File: src/hw/rtl/bsr_pkg.sv
// shared types, sizes and slot arithmetic for the byte stream reassembler
package bsr_pkg;

  // window store depth and stream index width
  localparam int WIN_DEPTH = 64;
  localparam int IDX_W     = 32;
  localparam int SLOT_W    = (WIN_DEPTH > 1) ? $clog2(WIN_DEPTH) : 1;

  // fixed field widths
  localparam int BYTE_W    = 8;
  localparam int WIN_CFG_W = 7;
  localparam int HELD_W    = 7;
  localparam logic [WIN_CFG_W-1:0] WIN_RESET = WIN_CFG_W'(64);

  // command queue between front and back
  localparam int QDEPTH  = 2;
  localparam int QPTR_W  = (QDEPTH > 1) ? $clog2(QDEPTH) : 1;
  localparam int QCNT_W  = $clog2(QDEPTH + 1);

  // one classified input beat
  typedef struct packed {
    logic              has_data;
    logic              ends;
    logic [IDX_W-1:0]  idx;
    logic [BYTE_W-1:0] data;
    logic [IDX_W-1:0]  end_val;
  } cmd_t;

  // back end sequencer states
  typedef enum logic [1:0] {
    BK_IDLE,
    BK_LOOK,
    BK_EMIT
  } back_state_t;

  // circular slot add, both operands below WIN_DEPTH
  function automatic logic [SLOT_W-1:0] slot_add(input logic [SLOT_W-1:0] a,
                                                 input logic [SLOT_W-1:0] b);
    logic [SLOT_W:0] s;
    s = {1'b0, a} + {1'b0, b};
    if (s >= (SLOT_W+1)'(WIN_DEPTH)) begin
      s = s - (SLOT_W+1)'(WIN_DEPTH);
    end
    return s[SLOT_W-1:0];
  endfunction

endpackage

File: src/hw/rtl/bsr_front.sv
// input stage: takes beats, works out the end position and registers a command
module bsr_front (
  input  logic                       clk,
  input  logic                       rst,
  input  logic                       in_valid,
  output logic                       in_ready,
  input  logic                       has_data,
  input  logic [bsr_pkg::IDX_W-1:0]  byte_index,
  input  logic [bsr_pkg::BYTE_W-1:0] data_byte,
  input  logic                       ends_stream,
  output logic                       cmd_valid,
  input  logic                       cmd_ready,
  output bsr_pkg::cmd_t              cmd
);
  import bsr_pkg::*;

  logic stage_valid;
  cmd_t stage;

  // stage frees when empty or when the queue takes it
  assign in_ready  = !stage_valid || cmd_ready;
  assign cmd_valid = stage_valid;
  assign cmd       = stage;

  // stage valid
  always_ff @(posedge clk) begin
    if (rst) begin
      stage_valid <= 1'b0;
    end else if (in_ready) begin
      stage_valid <= in_valid;
    end
  end

  // classify: end marker lands after the byte, or at the index when empty
  always_ff @(posedge clk) begin
    if (in_valid && in_ready) begin
      stage.has_data <= has_data;
      stage.ends     <= ends_stream;
      stage.idx      <= byte_index;
      stage.data     <= data_byte;
      stage.end_val  <= byte_index + {{(IDX_W-1){1'b0}}, has_data};
    end
  end

endmodule

File: src/hw/rtl/bsr_fifo.sv
// short command queue between front and back
module bsr_fifo (
  input  logic          clk,
  input  logic          rst,
  input  logic          push_valid,
  output logic          push_ready,
  input  bsr_pkg::cmd_t push_cmd,
  output logic          pop_valid,
  input  logic          pop_ready,
  output bsr_pkg::cmd_t pop_cmd
);
  import bsr_pkg::*;

  cmd_t              entries [QDEPTH];
  logic [QPTR_W-1:0] wr_ptr;
  logic [QPTR_W-1:0] rd_ptr;
  logic [QCNT_W-1:0] count;
  logic              do_push;
  logic              do_pop;

  assign push_ready = (count != QCNT_W'(QDEPTH));
  assign pop_valid  = (count != '0);
  assign pop_cmd    = entries[rd_ptr];
  assign do_push    = push_valid && push_ready;
  assign do_pop     = pop_valid && pop_ready;

  // pointers and fill count
  always_ff @(posedge clk) begin
    if (rst) begin
      wr_ptr <= '0;
      rd_ptr <= '0;
      count  <= '0;
    end else begin
      if (do_push) begin
        wr_ptr <= (wr_ptr == QPTR_W'(QDEPTH - 1)) ? '0 : wr_ptr + 1'b1;
      end
      if (do_pop) begin
        rd_ptr <= (rd_ptr == QPTR_W'(QDEPTH - 1)) ? '0 : rd_ptr + 1'b1;
      end
      if (do_push && !do_pop) begin
        count <= count + 1'b1;
      end else if (do_pop && !do_push) begin
        count <= count - 1'b1;
      end
    end
  end

  // entry write
  always_ff @(posedge clk) begin
    if (do_push) begin
      entries[wr_ptr] <= push_cmd;
    end
  end

endmodule

File: src/hw/rtl/bsr_back.sv
// back end: window store, held marks, in-order drain and result register
module bsr_back (
  input  logic                          clk,
  input  logic                          rst,
  input  logic                          cfg_write,
  input  logic [bsr_pkg::WIN_CFG_W-1:0] cfg_data,
  input  logic                          cmd_valid,
  output logic                          cmd_ready,
  input  bsr_pkg::cmd_t                 cmd,
  output logic                          out_valid,
  input  logic                          out_ready,
  output logic                          has_byte,
  output logic [bsr_pkg::BYTE_W-1:0]    out_byte,
  output logic [bsr_pkg::IDX_W-1:0]     out_position,
  output logic                          last,
  output logic [bsr_pkg::HELD_W-1:0]    held_bytes,
  output logic                          nothing_held,
  output logic                          stream_ended
);
  import bsr_pkg::*;

  // window store, read port registered
  logic [BYTE_W-1:0]    byte_store [WIN_DEPTH];
  logic [BYTE_W-1:0]    rd_byte;
  logic [WIN_DEPTH-1:0] held_mask;

  logic [WIN_CFG_W-1:0] window_size;
  logic [IDX_W-1:0]     next_expected;
  logic [IDX_W-1:0]     end_position;
  logic                 end_known;
  logic [HELD_W-1:0]    held_count;
  logic                 ended_flag;
  logic [SLOT_W-1:0]    head_slot;

  back_state_t state;
  back_state_t state_next;

  logic [WIN_CFG_W-1:0] eff_win;
  logic [IDX_W-1:0]     offset;
  logic                 in_win;
  logic [SLOT_W-1:0]    wr_slot;
  logic [SLOT_W-1:0]    head_plus1;
  logic [IDX_W-1:0]     next_plus1;
  logic [HELD_W-1:0]    count_dec;
  logic                 out_free;
  logic                 do_insert;
  logic                 emit_byte;
  logic                 emit_status;
  logic                 byte_last;
  logic                 ended_after;

  // window check against the current head
  assign eff_win    = (window_size > WIN_CFG_W'(WIN_DEPTH)) ? WIN_CFG_W'(WIN_DEPTH)
                                                            : window_size;
  assign offset     = cmd.idx - next_expected;
  assign in_win     = cmd.has_data && (offset < {{(IDX_W-WIN_CFG_W){1'b0}}, eff_win});
  assign wr_slot    = slot_add(head_slot, offset[SLOT_W-1:0]);
  assign head_plus1 = (head_slot == SLOT_W'(WIN_DEPTH - 1)) ? '0 : head_slot + 1'b1;
  assign next_plus1 = next_expected + 1'b1;
  assign count_dec  = (held_count != '0) ? held_count - 1'b1 : held_count;
  assign out_free   = !out_valid || out_ready;
  assign byte_last  = !held_mask[head_plus1];
  assign ended_after = ended_flag || (end_known && (next_plus1 == end_position));

  // sequencer: insert a command, drain one byte per visit or send a status
  always_comb begin
    state_next  = state;
    cmd_ready   = 1'b0;
    do_insert   = 1'b0;
    emit_byte   = 1'b0;
    emit_status = 1'b0;
    unique case (state)
      BK_IDLE: begin
        cmd_ready = 1'b1;
        if (cmd_valid) begin
          do_insert  = 1'b1;
          state_next = BK_LOOK;
        end
      end
      BK_LOOK: begin
        state_next = BK_EMIT;
      end
      BK_EMIT: begin
        if (out_free) begin
          if (held_mask[head_slot]) begin
            emit_byte  = 1'b1;
            state_next = byte_last ? BK_IDLE : BK_LOOK;
          end else begin
            emit_status = 1'b1;
            state_next  = BK_IDLE;
          end
        end
      end
      default: begin
        state_next = BK_IDLE;
      end
    endcase
  end

  // state register
  always_ff @(posedge clk) begin
    if (rst) begin
      state <= BK_IDLE;
    end else begin
      state <= state_next;
    end
  end

  // store write and head read
  always_ff @(posedge clk) begin
    if (do_insert && in_win) begin
      byte_store[wr_slot] <= cmd.data;
    end
    rd_byte <= byte_store[head_slot];
  end

  // window bookkeeping and configuration
  always_ff @(posedge clk) begin
    if (rst) begin
      window_size   <= WIN_RESET;
      held_mask     <= '0;
      next_expected <= '0;
      end_position  <= '0;
      end_known     <= 1'b0;
      held_count    <= '0;
      ended_flag    <= 1'b0;
      head_slot     <= '0;
    end else begin
      if (cfg_write) begin
        window_size <= cfg_data;
      end
      if (do_insert) begin
        if (cmd.ends) begin
          end_position <= cmd.end_val;
          end_known    <= 1'b1;
        end
        if (in_win && !held_mask[wr_slot]) begin
          held_mask[wr_slot] <= 1'b1;
          held_count         <= held_count + 1'b1;
        end
      end
      // end check once the insert has settled
      if (state == BK_LOOK && end_known && (next_expected == end_position)) begin
        ended_flag <= 1'b1;
      end
      if (emit_byte) begin
        held_mask[head_slot] <= 1'b0;
        held_count           <= count_dec;
        next_expected        <= next_plus1;
        head_slot            <= head_plus1;
        ended_flag           <= ended_after;
      end
    end
  end

  // result valid
  always_ff @(posedge clk) begin
    if (rst) begin
      out_valid <= 1'b0;
    end else if (emit_byte || emit_status) begin
      out_valid <= 1'b1;
    end else if (out_ready) begin
      out_valid <= 1'b0;
    end
  end

  // result payload
  always_ff @(posedge clk) begin
    if (emit_byte) begin
      has_byte     <= 1'b1;
      out_byte     <= rd_byte;
      out_position <= next_expected;
      last         <= byte_last;
      held_bytes   <= count_dec;
      nothing_held <= (count_dec == '0);
      stream_ended <= ended_after;
    end else if (emit_status) begin
      has_byte     <= 1'b0;
      out_byte     <= '0;
      out_position <= next_expected;
      last         <= 1'b1;
      held_bytes   <= held_count;
      nothing_held <= (held_count == '0);
      stream_ended <= ended_flag;
    end
  end

endmodule

File: src/hw/rtl/byte_stream_reassembler.sv
// top level of the byte stream reassembler
//
//  channel   handshake              payload
//  input     in_valid / in_ready    has_data, byte_index, data_byte, ends_stream
//  output    out_valid / out_ready  has_byte, out_byte, out_position, last,
//                                   held_bytes, nothing_held, stream_ended
//  config    cfg_write              cfg_data (window_size)
//
// an item is inserted, then each delivered byte passes through a look and an emit state,
// or the single status result does when nothing is delivered; the back end takes no
// new item until it has finished draining the last one
// a two-entry command queue lets the front keep taking beats while the back drains
// rst is synchronous: window empty, indices zero, window_size back to 64
// a stalled output holds the drain in place; nothing is lost or repeated
module byte_stream_reassembler (
  input  logic                          clk,
  input  logic                          rst,
  input  logic                          cfg_write,
  input  logic [bsr_pkg::WIN_CFG_W-1:0] cfg_data,
  input  logic                          in_valid,
  output logic                          in_ready,
  input  logic                          has_data,
  input  logic [bsr_pkg::IDX_W-1:0]     byte_index,
  input  logic [bsr_pkg::BYTE_W-1:0]    data_byte,
  input  logic                          ends_stream,
  output logic                          out_valid,
  input  logic                          out_ready,
  output logic                          has_byte,
  output logic [bsr_pkg::BYTE_W-1:0]    out_byte,
  output logic [bsr_pkg::IDX_W-1:0]     out_position,
  output logic                          last,
  output logic [bsr_pkg::HELD_W-1:0]    held_bytes,
  output logic                          nothing_held,
  output logic                          stream_ended
);
  import bsr_pkg::*;

  cmd_t front_cmd;
  cmd_t queue_cmd;
  logic front_valid;
  logic front_ready;
  logic queue_valid;
  logic queue_ready;

  // front: accept and classify
  bsr_front u_front (
    .clk         (clk),
    .rst         (rst),
    .in_valid    (in_valid),
    .in_ready    (in_ready),
    .has_data    (has_data),
    .byte_index  (byte_index),
    .data_byte   (data_byte),
    .ends_stream (ends_stream),
    .cmd_valid   (front_valid),
    .cmd_ready   (front_ready),
    .cmd         (front_cmd)
  );

  // command queue
  bsr_fifo u_fifo (
    .clk        (clk),
    .rst        (rst),
    .push_valid (front_valid),
    .push_ready (front_ready),
    .push_cmd   (front_cmd),
    .pop_valid  (queue_valid),
    .pop_ready  (queue_ready),
    .pop_cmd    (queue_cmd)
  );

  // back: store, drain, results
  bsr_back u_back (
    .clk          (clk),
    .rst          (rst),
    .cfg_write    (cfg_write),
    .cfg_data     (cfg_data),
    .cmd_valid    (queue_valid),
    .cmd_ready    (queue_ready),
    .cmd          (queue_cmd),
    .out_valid    (out_valid),
    .out_ready    (out_ready),
    .has_byte     (has_byte),
    .out_byte     (out_byte),
    .out_position (out_position),
    .last         (last),
    .held_bytes   (held_bytes),
    .nothing_held (nothing_held),
    .stream_ended (stream_ended)
  );

endmodule

File: config.mk
export PLATFORM = sky130hd
export DESIGN_NAME = byte_stream_reassembler
export DESIGN_NICKNAME = d
export VERILOG_FILES = /design/src/hw/rtl/bsr_pkg.sv /design/src/hw/rtl/bsr_front.sv /design/src/hw/rtl/bsr_fifo.sv /design/src/hw/rtl/bsr_back.sv /design/src/hw/rtl/byte_stream_reassembler.sv
export SDC_FILE = /design/constraint.sdc
export NUM_CORES = 1
export LEC_CHECK = 0
export BUFFER_PORTS_ARGS = -buffer_cell sky130_fd_sc_hd__clkbuf_2
export CORE_UTILIZATION = 60
export CTS_BUF_LIST = sky130_fd_sc_hd__clkbuf_8
export CTS_CLUSTER_DIAMETER = 120
export DETAILED_ROUTE_END_ITERATION = 8
export PLACE_DENSITY = 0.79
export SYNTH_ARGS = -nofsm -noshare
export SYNTH_HDL_FRONTEND = slang
export SYNTH_SLANG_ARGS = --single-unit
File: constraint.sdc
create_clock -name clk -period 7.04 [get_ports clk]
set_input_delay 1.056 -clock clk [delete_from_list [all_inputs] [get_ports clk]]
set_output_delay 1.056 -clock clk [all_outputs]
set_load 0.02 [all_outputs]
== Word level (Yosys, flattened, before mapping) ==
Memories as Yosys holds them, arrays and structs flattened. A register that Yosys moved wholly into a read port is not among the register bits.
Cells that the tools add are included.

* Add/subtract/negate cells: 12
* $mul: 0
* Div/mod/pow operators: 0
* $lt $le $gt $ge: 8
* Equality and inequality tests: 8
* Shifts and indexed selects: 0
* Multiplexer cells: 61
* Bitwise operators: 3
* Reductions and logical operators: 37

{| class="wikitable"
|+ Operators with widths
! kind !! number
|-
| 64-bit 2-to-1 mux || 4
|-
| 64-bit bitwise AND || 1
|-
| 32-bit equality test || 2
|-
| 32-bit 2-to-1 mux || 2
|-
| 64-bit NOT || 1
|-
| 64-bit bitwise OR || 1
|-
| 7-bit 2-to-1 mux || 7
|-
| 1-bit 2-to-1 mux || 33
|-
| 32-bit by 1-bit adder with 32-bit output || 1
|-
| 32-bit by 1-bit adder with 32-bit output (second input constant) || 1
|-
| 32-bit by 7-bit less-than comparator with 1-bit output || 1
|-
| 32-bit subtractor || 1
|-
| 6-bit by 7-bit less-than comparator with 1-bit output (second input constant) || 3
|-
| 1-bit binary-select mux with 6-bit select || 3
|-
| 8-bit 2-to-1 mux || 2
|-
| 7-bit logical NOT || 2
|-
| 2-bit nonzero test || 7
|-
| 1-bit logical AND || 13
|-
| 1-bit demux with 6-bit select || 2
|-
| 6-bit by 1-bit >= comparator with 1-bit output (second input constant) || 2
|-
| 6-bit 2-to-1 mux || 2
|-
| 2-bit 2-to-1 mux || 5
|-
| 6-bit by 6-bit adder with 7-bit output || 1
|-
| 7-bit by 1-bit adder with 7-bit output (second input constant) || 1
|-
| 19 further kinds || 31
|}

* Bits in registers: 283
* Bits in latches: 0
* Memory bits (writable): 660
* Memory bits (read-only): 0
* Bits of input ports: 54
* Output and inout port bits: 53
* Logic and storage cells: 157
* Memories kept: 2

{| class="wikitable"
|+ Memories
! memory !! words !! width !! rd ports !! clocked after memory_dff !! write ports !! RTL line !! RTL
|-
| u_back.byte_store || 64 || 8 || 1 || 1 || 1 || bsr_back.sv:23 || <nowiki>logic [BYTE_W-1:0] byte_store [WIN_DEPTH];</nowiki>
|-
| u_fifo.entries || 2 || 74 || 1 || 1 || 1 || bsr_fifo.sv:14 || <nowiki>cmd_t entries [QDEPTH];</nowiki>
|}

== Longest topological paths before layout ==
Gate-level depths: netlist of run 1.

* Depth after elaboration: 14
* Gate-level depth with buffers: 23
* Gate-level depth less buffers: 17

== Hierarchy ==
A second synthesis of run 1 with hierarchy kept.

* Cells, all modules: 3065
* Area, all modules: 41019.3 um2

{| class="wikitable"
|+ By module, submodules not included
! module !! instances !! cells each !! area each (um2) !! seq. area each (um2)
|-
| bsr_back || 1 || 2639 || 32496.2 || 20119.3
|-
| bsr_fifo || 1 || 254 || 5580.4 || 4544.4
|-
| bsr_front || 1 || 172 || 2942.8 || 2242.2
|}

== Worst setup path before layout of run 1 ==
No wires, ideal clock.

* Path kind: register -> register
* Start point: register with a tool-made name
* End point: memory u_back.byte_store[14][0] (enable)
* Setup time: 0.371 ns
* Arrival time: 5.267 ns
* Data required time: 6.669 ns
* Path slack: 1.403 ns
* Cell stages (with the launch flop): 20
* Buffers on the path: 3
* Clock period less this slack: 5.637 ns
* Cell sequence: dfxtp_1 clkbuf_1 clkbuf_1 mux2_2 ha_1 o211ai_1 a21o_1 and2_1 xnor2_1 ha_1 a211o_1 o221ai_1 a21oi_1 or4_1 nor4b_1 nand4_1 nor4_1 clkbuf_1 nand4_1 nor2_1

{| class="wikitable"
|+ RTL lines
! element !! RTL line
|-
| end, declared || bsr_back.sv:23
|}

==> flow_summary.ini, run 1 <==
[routing]
drcViolationCount = 0
viasPerCell = 6.70
wl_per_cell_um = 26.0
drtIter0Drc = 3402
ant_nets = 0
dr.pass1.iters = 6
routed_wl_um = 109000
num_vias = 28100

[cts]
ctsResizeCount = 0
clock-sinks = 952
cts_setup_buffers = 0
ctsLongestPathBuffers = 3
clk_latency_ns = 0.81
hold_buffers = 0
htreeDepth = 4
cts-buffers-inserted = 148
path_clk_slew_ns = 0.06
cts_tree = done
cts-root-buf = clkbuf_8

[placement]
io_buffers = 106
place_congestion = 0.967
placedCellCount = 3928
dp_hpwl_um = 70000
placed_cell_area_um2 = 42500

[synthesis]
synth.distinct_cells = 88
synthArstFlopShare_pct = 0
syn-instance-count = 3059
syn-num-nets = 3165
ys_seq_area_share_pct = 65.7
yosysWarnings = 0
synth_ff_type = edfxtp_1
synth_edf_count = 784
synthesis.area_um2 = 40900
synth_seq_cells = 952
syn_avg_cell_area_um2 = 13.4

[worst_setup_path]
critPathMaxFanout = 26
cp.required_ns = 7.46
crit_type = flip-flop to flip-flop
start_kind = flip-flop
crit_arrival_ns = 6.87
r2r_cells = 16
r2r_slack_ns = 0.59
end_kind = flip-flop

[job]
cap_viol_max_count = 0

[floorplan]
die_x_um = 263
start_util_pct = 60.7
ios = 107
fp.dieH_um = 263
row_count = 95
die-area_um2 = 69300
fp.coreArea_um2 = 67400

[power]
pwr-share-comb_pct = 20.6
peakVddDrop_mv = 0.231
intPower_uw = 9710
seq_power_share_pct = 48.2
power_density_nw_per_um2 = 309
swShare_pct = 30.6
clkPwrFrac_pct = 31.2
p_leak_uw = 0.0147
p_switching_uw = 4270

[timing]
post-route-min-period_ns = 6.45
final.setup.tns_ns = 0
finalCritPeriodShare_pct = 91.7
timing.slew.headroom_pct = 3.61
rsz0062_at_grt = no
finalHoldViolCount = 0
clock_skew_ns = 0.0438
fmaxAchievable_mhz = 155
maxSlewViolCount = 0
finalSetupViolations = 0
worst-slew-pin-transition_ns = 1.45

[layout]
syn2layout_area_growth_pct = 10.6
num-fill-cells = 4611
drive_above_1_share_pct = 15.5
final_area_um2 = 45300
stdcell_count = 4195
nets = 3311

[global_routing]
gr-total-overflow = 0
grt_usage_pct = 31.4
met3_usage_pct = 6.98
grt_start_max_net_pins = 77
grt_pass1_wl_um = 164000
use_met2_pct = 49.1
grt_pass1_vias = 27500
grt_antenna_before_repair = 5
busiest_layer = met2
grt_use_met1_pct = 42.6

[run_status]
status = finished, final reports clean

[worst_hold_path]
hold_depth = 1
holdCritPathClass = input pin to flip-flop
[cells in the mapped netlist (68+ instances only)]
cell / number / share of area (%)
a21oi_1: 115 / 1.4
dfxtp_1: 168 / 8.2
nor2_1: 262 / 2.4
inv_1: 109 / 1.0
nand2_1: 121 / 1.1
a22oi_1: 153 / 2.8
nand3_1: 92 / 1.1
edfxtp_1: 784 / 58
xnor2_1: 95 / 2.0
nor3_1: 68 / 0.83
nand4_1: 77 / 1.2
clkbuf_1: 141 / 1.3
[sequential cells by signal (all words and copies together) (netlist names), 6 cells and up, named ones only]
signal / flops
u_back.byte_store: 512
u_back.end_position: 32
u_back.head_slot: 6
u_back.held_bytes: 7
u_back.held_count: 7
u_back.held_mask: 64
u_back.next_expected: 32
u_back.out_byte: 8
u_back.out_position: 32
u_back.rd_byte: 8
u_back.window_size: 7
u_fifo.entries: 148
u_front.cmd: 74
[worst max-delay path: stages, from the launching register on]
cell      delay [ns]
dfxtp_4         0.46
buf_4           0.40
mux2_2          0.39
ha_1            0.41
o211ai_1        0.15
o21a_1          0.26
xnor2_1         0.14
ha_1            0.22
or4_1           0.53
nor4_1          0.28
nand4b_1        0.13
nor4b_1         0.38
nand4_1         0.16
nor4_2          0.41
buf_4           0.25
nand4_1         0.61
nor2_1          0.87
[per-layer routing]
layer | up-vias | part of all wire [%]
li1 | 12200 | -
met1 | 13800 | 39
met2 | 1817 | 47
met3 | 293 | 11
met4 | 6 | 3.8
met5 | - | 0.033
[kinds of logic after synthesis]
logic type	synth area share, %
xor gates and xnor gates	3.24
and+or+nand+nor	9.24
buffers and inverters	2.89
muxes	5.09
DFF	65.7
AOI/OAI and AO/OA	12.2
adders and majority gates	1.63
[per-stage QoR]
step | total power, µW | worst slack [ns] | util [%] | hold slack [ns]
after floorplan | 8690 | 1.40 | - | 0.406
final | 14000 | 0.586 | 67.2 | 0.426
after global placement | 9600 | 0.831 | 63.0 | 0.424
after CTS | 14000 | 0.745 | 67.2 | 0.364
after detailed placement | 9670 | 0.782 | 63.0 | 0.430
after global routing | 14500 | 0.359 | 67.2 | 0.386
[power groups by stage]
stage | combinational (µW) | clock, µW | sequential (µW)
2_1_floorplan | 1870 | 0 | 6820
3_3_place_gp | 2760 | 0 | 6840
3_5_place_dp | 2810 | 0 | 6850
4_1_cts | 2820 | 4420 | 6740
5_1_grt | 3080 | 4650 | 6760
6_report | 2880 | 4370 | 6740
[area by class of cell]
cell class | instances | area [µm²] | share of cell area [%]
multi-input cells | 1812 | 13000 | 28.6
flip-flops and latches | 952 | 26900 | 59.4
well taps | 873 | 1090 | 2.41
inverters | 111 | 417 | 0.920
diodes | 1 | 2.50 | 0.00553
clock inverters | 107 | 603 | 1.33
repair buffers | 180 | 1100 | 2.43
clock buffers | 159 | 2190 | 4.83
[final timing paths]
check / to / start
worst max-delay path: u_back.byte_store[52][5]$_DFFE_PP_ / flip-flop
worst min-delay path: u_front.cmd[72]$_DFFE_PP_ / ends_stream
worst max register to register: u_back.byte_store[52][5]$_DFFE_PP_ / flip-flop
worst min register to register: u_fifo.entries[0][27]$_DFFE_PP_ / u_front.cmd[27]$_DFFE_PP_
[cells in the final DEF (no fill, tap or decap), types with 42 or more instances in the layout]
master      n
buf_4      74
a22o_1     52
mux4_2     42
mux2_2     45
xnor2_1    91
nor2_1    259
edfxtp_1  784
inv_1     157
a22oi_1   153
o221ai_1   43
a21oi_1   115
xor2_1     53
ha_1       50
nand2_1   121
o21ai_0    60
nor3_1     66
dfxtp_1   166
mux2i_1    63
a221oi_1   54
a211oi_1   50
nand4_1    77
nand3_1    92
clkbuf_8  159
clkbuf_2  105
(Power assumes the default switching activity.)
==> inputs of run 2 (changes only) <==
--- a/config.mk
+++ b/config.mk
@@ -5,12 +5,13 @@
 export SDC_FILE = /design/constraint.sdc
 export NUM_CORES = 1
 export LEC_CHECK = 0
-export BUFFER_PORTS_ARGS = -buffer_cell sky130_fd_sc_hd__clkbuf_2
+export CORE_ASPECT_RATIO = 1.75
 export CORE_UTILIZATION = 60
 export CTS_BUF_LIST = sky130_fd_sc_hd__clkbuf_8
 export CTS_CLUSTER_DIAMETER = 120
 export DETAILED_ROUTE_END_ITERATION = 8
-export PLACE_DENSITY = 0.79
+export DONT_BUFFER_PORTS = 1
+export PLACE_DENSITY = 0.77
 export SYNTH_ARGS = -nofsm -noshare
 export SYNTH_HDL_FRONTEND = slang
 export SYNTH_SLANG_ARGS = --single-unit
==> run 2 against run 1 <==
Routed wire length rose by 4.4%. First-iteration DRC count down 31%. Worst setup slack got worse by 0.072 ns. Count of clock-buffer cells in the layout decreased by 15. Utilization decreased by 0.63 points. Critical path type unchanged. Via count decreased by 2.1%. Clock power shrank 5.7%. Sequential share of layout area rose by 0.49 points. Largest power group unchanged.
==> flow_summary.ini, run 2 (same netlist as run 1, synthesis figures left out) <==
[worst_hold_path]
worstHoldStart = byte_index[15]
min_to = u_front.cmd[55]$_DFFE_PP_
holdCritPathClass = input pin to flip-flop
hold_depth = 0

[cts]
cts_tree = done
htreeDepth = 4
hold_buffers = 0
cts_setup_buffers = 0
ctsLongestPathBuffers = 3
path_clk_slew_ns = 0.07
ctsResizeCount = 0
cts-buffers-inserted = 132
clk_latency_ns = 0.78
cts-root-buf = clkbuf_8
clock-sinks = 952

[global_routing]
use_met2_pct = 58.5
grt_start_max_net_pins = 116
met3_usage_pct = 4.81
grt_usage_pct = 33.2
busiest_layer = met2
grt_pass1_vias = 27700
grt_pass1_wl_um = 167000
grt_antenna_before_repair = 4
gr-total-overflow = 0
grt_use_met1_pct = 35.3

[timing]
finalHoldViolCount = 0
post-route-min-period_ns = 6.53
final.setup.tns_ns = 0
finalSetupViolations = 0
timing.slew.headroom_pct = 12.9
finalCritPeriodShare_pct = 92.7
worst-slew-pin-transition_ns = 1.29
rsz0062_at_grt = no
maxSlewViolCount = 0
fmaxAchievable_mhz = 153
clock_skew_ns = 0.0464

[power]
pwr-share-comb_pct = 20.8
swShare_pct = 30.5
seq_power_share_pct = 49.2
p_switching_uw = 4200
p_leak_uw = 0.0144
intPower_uw = 9560
clkPwrFrac_pct = 29.9
peakVddDrop_mv = 0.286
power_density_nw_per_um2 = 306

[worst_setup_path]
r2r-end = u_back.held_mask[43]$_SDFF_PP0_
critPathTopFamily = compound AO/OA/AOI/OAI gates
end_kind = flip-flop
crit_arrival_ns = 7.16
r2r_slack_ns = 0.51
critPathMaxFanout = 24
start_kind = flip-flop
path_cells = mux2i_1 -> ha_1 -> inv_1 -> fa_1 -> inv_1 -> fa_1 -> xor2_2 -> o21ai_0 -> a311oi_1 -> o32a_1 -> nor2_1 -> o31ai_1 -> and3_1 -> nand3_1 -> a2111oi_0
crit_slowest_cell = and3_1
crit_type = flip-flop to flip-flop
r2r_cells = 15
crit_buf_inv = 2
cp.required_ns = 7.67
cpPeakStageDelay_ns = 1.03

[routing]
viasPerCell = 6.65
dr.pass1.iters = 8
drcViolationCount = 0
wl_per_cell_um = 27.4
routed_wl_um = 114000
ant_nets = 0
drtIter0Drc = 2364
num_vias = 27500

[layout]
fin_util_pct = 66.5
final_cell_mix = edfxtp_1, nor2_1, dfxtp_1
num-fill-cells = 4881
largest_register_ffs = 512
nets = 3241
final_common_cell = edfxtp_1
drive_above_1_share_pct = 13.8
syn2layout_area_growth_pct = 9.69
largest_register = u_back.byte_store

[placement]
place_congestion = 1.01
io_buffers = 0
dp_hpwl_um = 77100

[floorplan]
fp.dieH_um = 348
ios = 107
die_x_um = 199
row_count = 126
start_util_pct = 60.7
fp.coreArea_um2 = 67500
die-area_um2 = 69300

[run_status]
status = finished, final reports clean

[job]
cap_viol_max_count = 0
-- run 2: stage by stage --
step	area, µm²	power [µW]	hold slack, ns	setup slack [ns]	std cells
after floorplan	40900	8690	0.406	1.40	3059
after global placement	42300	9620	0.422	0.783	3896
after detailed placement	42300	9690	0.429	0.635	3896
after CTS	44900	13700	0.328	0.629	4137
after global routing	44900	14200	0.354	0.312	4139
final	44900	13800	0.371	0.514	4139
-- run 2: worst max path at each step --
stage	start	to	slack, ns	depth (start not counted)
4_1_cts	flip-flop	u_back.held_mask[43]$_SDFF_PP0_	0.63	14
5_1_grt	flip-flop	u_back.held_mask[43]$_SDFF_PP0_	0.31	17
6_report	flip-flop	u_back.held_mask[43]$_SDFF_PP0_	0.51	15
2_1_floorplan	flip-flop	u_back.byte_store[14][0]$_DFFE_PP_	1.40	19
3_5_place_dp	flip-flop	u_back.held_mask[43]$_SDFF_PP0_	0.63	16
3_3_place_gp	flip-flop	u_back.held_mask[59]$_SDFF_PP0_	0.78	14
-- run 2: layout make-up --
cell class                      count  area (µm²)  area share, %
Antenna cell                        1        2.50        0.00557
Clock buffer                      144        1980           4.41
Clock inverter                     97         564           1.26
Inverter                          111         417          0.928
Multi-Input combinational cell   1812       12900           28.8
Sequential cell                   952       26900           59.9
Tap cell                          896        1120           2.50
Timing Repair Buffer              126         958           2.13
-- run 2: metal layers --
metal | routed length, µm | part of all wire, %
met1 | 36800 | 32
met2 | 59300 | 52
met3 | 8200 | 7.2
met4 | 9360 | 8.2
met5 | 13 | 0.011
-- run 2: power groups by stage --
stage          registers (µW)  logic, µW  clock network, µW
2_1_floorplan            6820       1870                  0
3_3_place_gp             6880       2740                  0
3_5_place_dp             6890       2800                  0
4_1_cts                  6770       2810               4160
5_1_grt                  6790       3040               4380
6_report                 6770       2870               4120
-- run 2: worst reg2reg max path, delay by kind of cell, from the launching register on --
family                   cells  cell delay (ns)
AND/OR/NAND/NOR              3             1.65
multiplexers                 1             0.25
flip-flops                   1             0.54
AO/OA/AOI/OAI                5             1.97
XOR/XNOR                     1             0.60
buffers and inverters        2             0.15
adder cells (fa/ha/maj)      3             1.24
